File: config.mk
export PLATFORM = sky130hd
export DESIGN_NAME = p2h_div3
export DESIGN_NICKNAME = d
export VERILOG_FILES = /design/src/hdl/p2h_div3.sv
export SDC_FILE = /design/constraint.sdc
export NUM_CORES = 1
export LEC_CHECK = 0
export BUFFER_PORTS_ARGS = -buffer_cell sky130_fd_sc_hd__buf_2
export CAP_MARGIN = 20
export CORE_MARGIN = 10
export CORE_UTILIZATION = 40
export CTS_BUF_LIST = sky130_fd_sc_hd__clkbuf_8
export CTS_CLUSTER_DIAMETER = 150
export DETAILED_ROUTE_END_ITERATION = 6
export SYNTH_ARGS = -nofsm -noshare
export SYNTH_HDL_FRONTEND = slang
export SYNTH_SLANG_ARGS = --single-unit
File: constraint.sdc
create_clock -name clk_i -period 14 [get_ports clk_i]
set_clock_uncertainty 0.15 [all_clocks]
set_input_delay 0.7 -clock clk_i [delete_from_list [all_inputs] [get_ports clk_i]]
set_output_delay 0.7 -clock clk_i [all_outputs]
set_load 0.05 [all_outputs]
File: src/hdl/p2h_div3.sv
// ----------------------------------------------------------------------------
// p2h_div3
// Signed floor division by three, reciprocal multiply, one register stage.
// ----------------------------------------------------------------------------
module p2h_div3 #(
  parameter int unsigned XW = 20
) (
  input  logic                 clk_i,
  input  logic                 en_i,
  input  logic signed [XW-1:0] x_i,
  output logic signed [XW-1:0] quo_o
);

  // bias x into [2^XW, 2^(XW+1)) so the multiply sees a positive value
  localparam int unsigned NW = XW + 1;
  localparam int unsigned SH = NW + 2;
  localparam int unsigned MW = NW + 1;
  localparam logic [MW-1:0] RECIP = MW'(((64'd1 << SH) + 64'd2) / 64'd3);
  localparam logic [NW-1:0] BIAS  = NW'(64'd3 << (XW - 1));
  localparam logic [XW-1:0] OFFS  = XW'(64'd1 << (XW - 1));

  logic [NW-1:0]    biased;
  logic [NW+MW-1:0] prod_d;
  logic [NW+MW-1:0] prod_q;

  assign biased = NW'(x_i) + BIAS;
  assign prod_d = (NW+MW)'(biased) * (NW+MW)'(RECIP);

  always_ff @(posedge clk_i) begin
    if (en_i) begin
      prod_q <= prod_d;
    end
  end

  // floor(biased/3) - 2^(XW-1) == floor(x/3)
  assign quo_o = $signed(prod_q[SH +: XW] - OFFS);

endmodule

==> flow_metrics.env <==
export IMPL_dieArea_mm2=0.0240
export IMPL_die_width_um=155
export IMPL_num_vias=4693
export IMPL_critPathArrivalTime_ps=6710
export IMPL_num_fill_cells=1775
export IMPL_fmax_ghz=0.146
export IMPL_path_clk_slew_ps=70
export IMPL_io_buffers=41
export IMPL_initial_core_util=0.406
export IMPL_synth_area_per_cell_um2=10.3
export IMPL_grt_max_degree=21
export IMPL_worstPathMaxFanout=6
export IMPL_yosys_top_cells_area="fa_1 (34%), ha_1 (29%), inv_1 (8.9%)"
export IMPL_drv_slew=0
export IMPL_drc_errors=0
export IMPL_grt_use_met1=0.176
export IMPL_mappedNetlistNets=1016
export IMPL_crit_path_end_kind="flop"
export IMPL_ant_nets=0
export IMPL_wl_per_cell_um=15.1
export IMPL_cts_sinks=20
export IMPL_avgViaCountPerCell=4.92
export IMPL_setup_viol=0
export IMPL_synth_most_common_cell="inv_1"
export IMPL_max_cap_violations=0
export IMPL_cts_repair_resized=0
export IMPL_rows=49
export IMPL_synth_seq_area_share=0.0826
export IMPL_track_usage=0.125
export IMPL_synth_top_area_cell="fa_1"
export IMPL_clockRootBuffer="clkbuf_8"
export IMPL_tns_ps=0
export IMPL_synthAdderAreaFrac=0.625
export IMPL_cts_buffers_inserted=3
export IMPL_required_ps=13850
export IMPL_synth_top_cells_by_count="inv_1 (173), ha_1 (168), fa_1 (122)"
export IMPL_rsz0062_at_grt="false"
export IMPL_use_met3=0.0119
export IMPL_hpwlAfterDp_um=13400
export IMPL_relSlewSlack=0.622
export IMPL_min_period_ps=6860
export IMPL_coreArea_mm2=0.0179
export IMPL_io_pins=42
export IMPL_routed_wl_um=14400
export IMPL_outcome="complete, no violations"
export IMPL_diodes=0
export IMPL_synth_top_area_share=0.336
export IMPL_synth_compound_area_frac=0.0986
export IMPL_yosys_warnings=0
export IMPL_crit_type="in2reg"
export IMPL_gp_congestion=0.874
export IMPL_area_growth_synth_to_final_pct=5.04
export IMPL_cts_buffer_depth=2
export IMPL_async_flop_share=0
export IMPL_worst_pin_slew_ps=567
export IMPL_synth_seq_cells=20
export IMPL_fin_nets=1037
export IMPL_first_pass_iters=4
export IMPL_syn_inst=704
export IMPL_cts_tree="built"
export IMPL_synth_simple_area_share=0.0511
export IMPL_drt_iter0_drc=230
export IMPL_reg_top3="prod_q: 20 flops"
export IMPL_grt_use_met2=0.210
export IMPL_drive_above_1_share=0.0801
export IMPL_ys_types=51
export IMPL_busiest_layer="met2"
export IMPL_syn_area_mm2=0.00727
export IMPL_postCtsSetupBuffers=0
export IMPL_grt_pass1_wl_um=25100
export IMPL_htreeDepth=1
export IMPL_synth_edf_count=20
export IMPL_synth_xor_area_frac=0.0253
export IMPL_hold_violations=0
export IMPL_synth_top_family_by_area="adder cells"
export IMPL_overflow=0
export IMPL_yosys_mux_area_fraction=0.00138
export IMPL_grt_antenna_before_repair=0
export IMPL_hold_path_class="in2reg"
export IMPL_holdBufCountCts=0
export IMPL_largest_reg_flops=20
export IMPL_ys_flop_type="edfxtp_1"
export IMPL_die_h_um=155
export IMPL_grt_pass1_vias=5060
export IMPL_crit_path_start_kind="input port"
export IMPL_post_route_period_util=0.490
export IMPL_top_register="prod_q"
## per-stage QoR
step	instance area [um2]	cells	hold slack (ps)	util	setup slack (ps)
detailed placement	7570	949	1050	0.423	6860
global route	7640	953	777	0.427	6800
floorplan	7270	704	662	-	7580
CTS	7640	953	777	0.427	7120
finish	7640	953	771	0.427	7140
global placement	7570	949	1040	0.423	6990
## per-layer routing
metal	part of all wire	up-vias
met4	0.0088	0
li1	-	2344
met5	0	-
met2	0.48	56
met1	0.49	2285
met3	0.021	8
## kinds of logic (layout without fill, tap and decap cells)
| logic type | after synthesis | in the layout |
|---|---|---|
| AOI/OAI and AO/OA | 103 | 103 |
| xor gates and xnor gates | 21 | 21 |
| adders and majority gates | 290 | 290 |
| buffers and inverters | 198 | 218 |
| DFF | 20 | 20 |
| muxes | 1 | 1 |
| and+or+nand+nor | 71 | 71 |
## path summary, 6_finish.rpt
kind	from	end	slack (ps)	cells past startpoint
max	x_i[3]	prod_q[41]$_DFFE_PP_	7140	21
min	en_i	prod_q[42]$_DFFE_PP_	770	1
## worst max-delay path: stages
cell and delay [ps]:
buf_2 130, ha_1 350, ha_1 360, inv_1 70, fa_1 730, inv_1 100, fa_1 460, fa_1 490
inv_1 50, fa_1 530, inv_1 60, fa_1 490, ha_1 380, a21oi_1 210, o21ai_1 110, a221oi_1 310
o21ai_1 110, a311oi_2 530, o31a_1 270, a311oi_2 110, xor2_1 160
## cell type report
cell class,instances,area (um2),share of cell area
multi-input cells,486,5830,0.763
inverters,173,649,0.0850
flip-flops and latches,20,601,0.0786
well taps,229,287,0.0375
repair buffers,41,205,0.0269
clock buffers,3,41.3,0.00540
clock inverters,1,30.0,0.00393
## layout by cell type, fill, tap and decap left out, drive strengths merged, types with 2 or more instances in the layout
master  Yosys  routed
ha        168     168
nand4       5       5
a31oi       8       8
xnor2      14      14
a311o       2       2
inv       173     173
nand2      17      17
and4        2       2
o31ai       2       2
nor4        2       2
o21ai      20      20
o21a        5       5
and3       10      10
nor2       12      12
a311oi      4       4
a21oi      28      28
clkbuf      3       3
edfxtp     20      20
buf        22      41
nor2b       3       3
nor3        2       2
and2        3       3
fa        122     122
o21bai      2       2
a221oi      3       3
nand3      11      11
xor2        7       7
a211oi      3       3
a21o       21      21
Power is not shown: default switching activity piles up to over one toggle a cycle in this logic, so the estimate is an artifact.
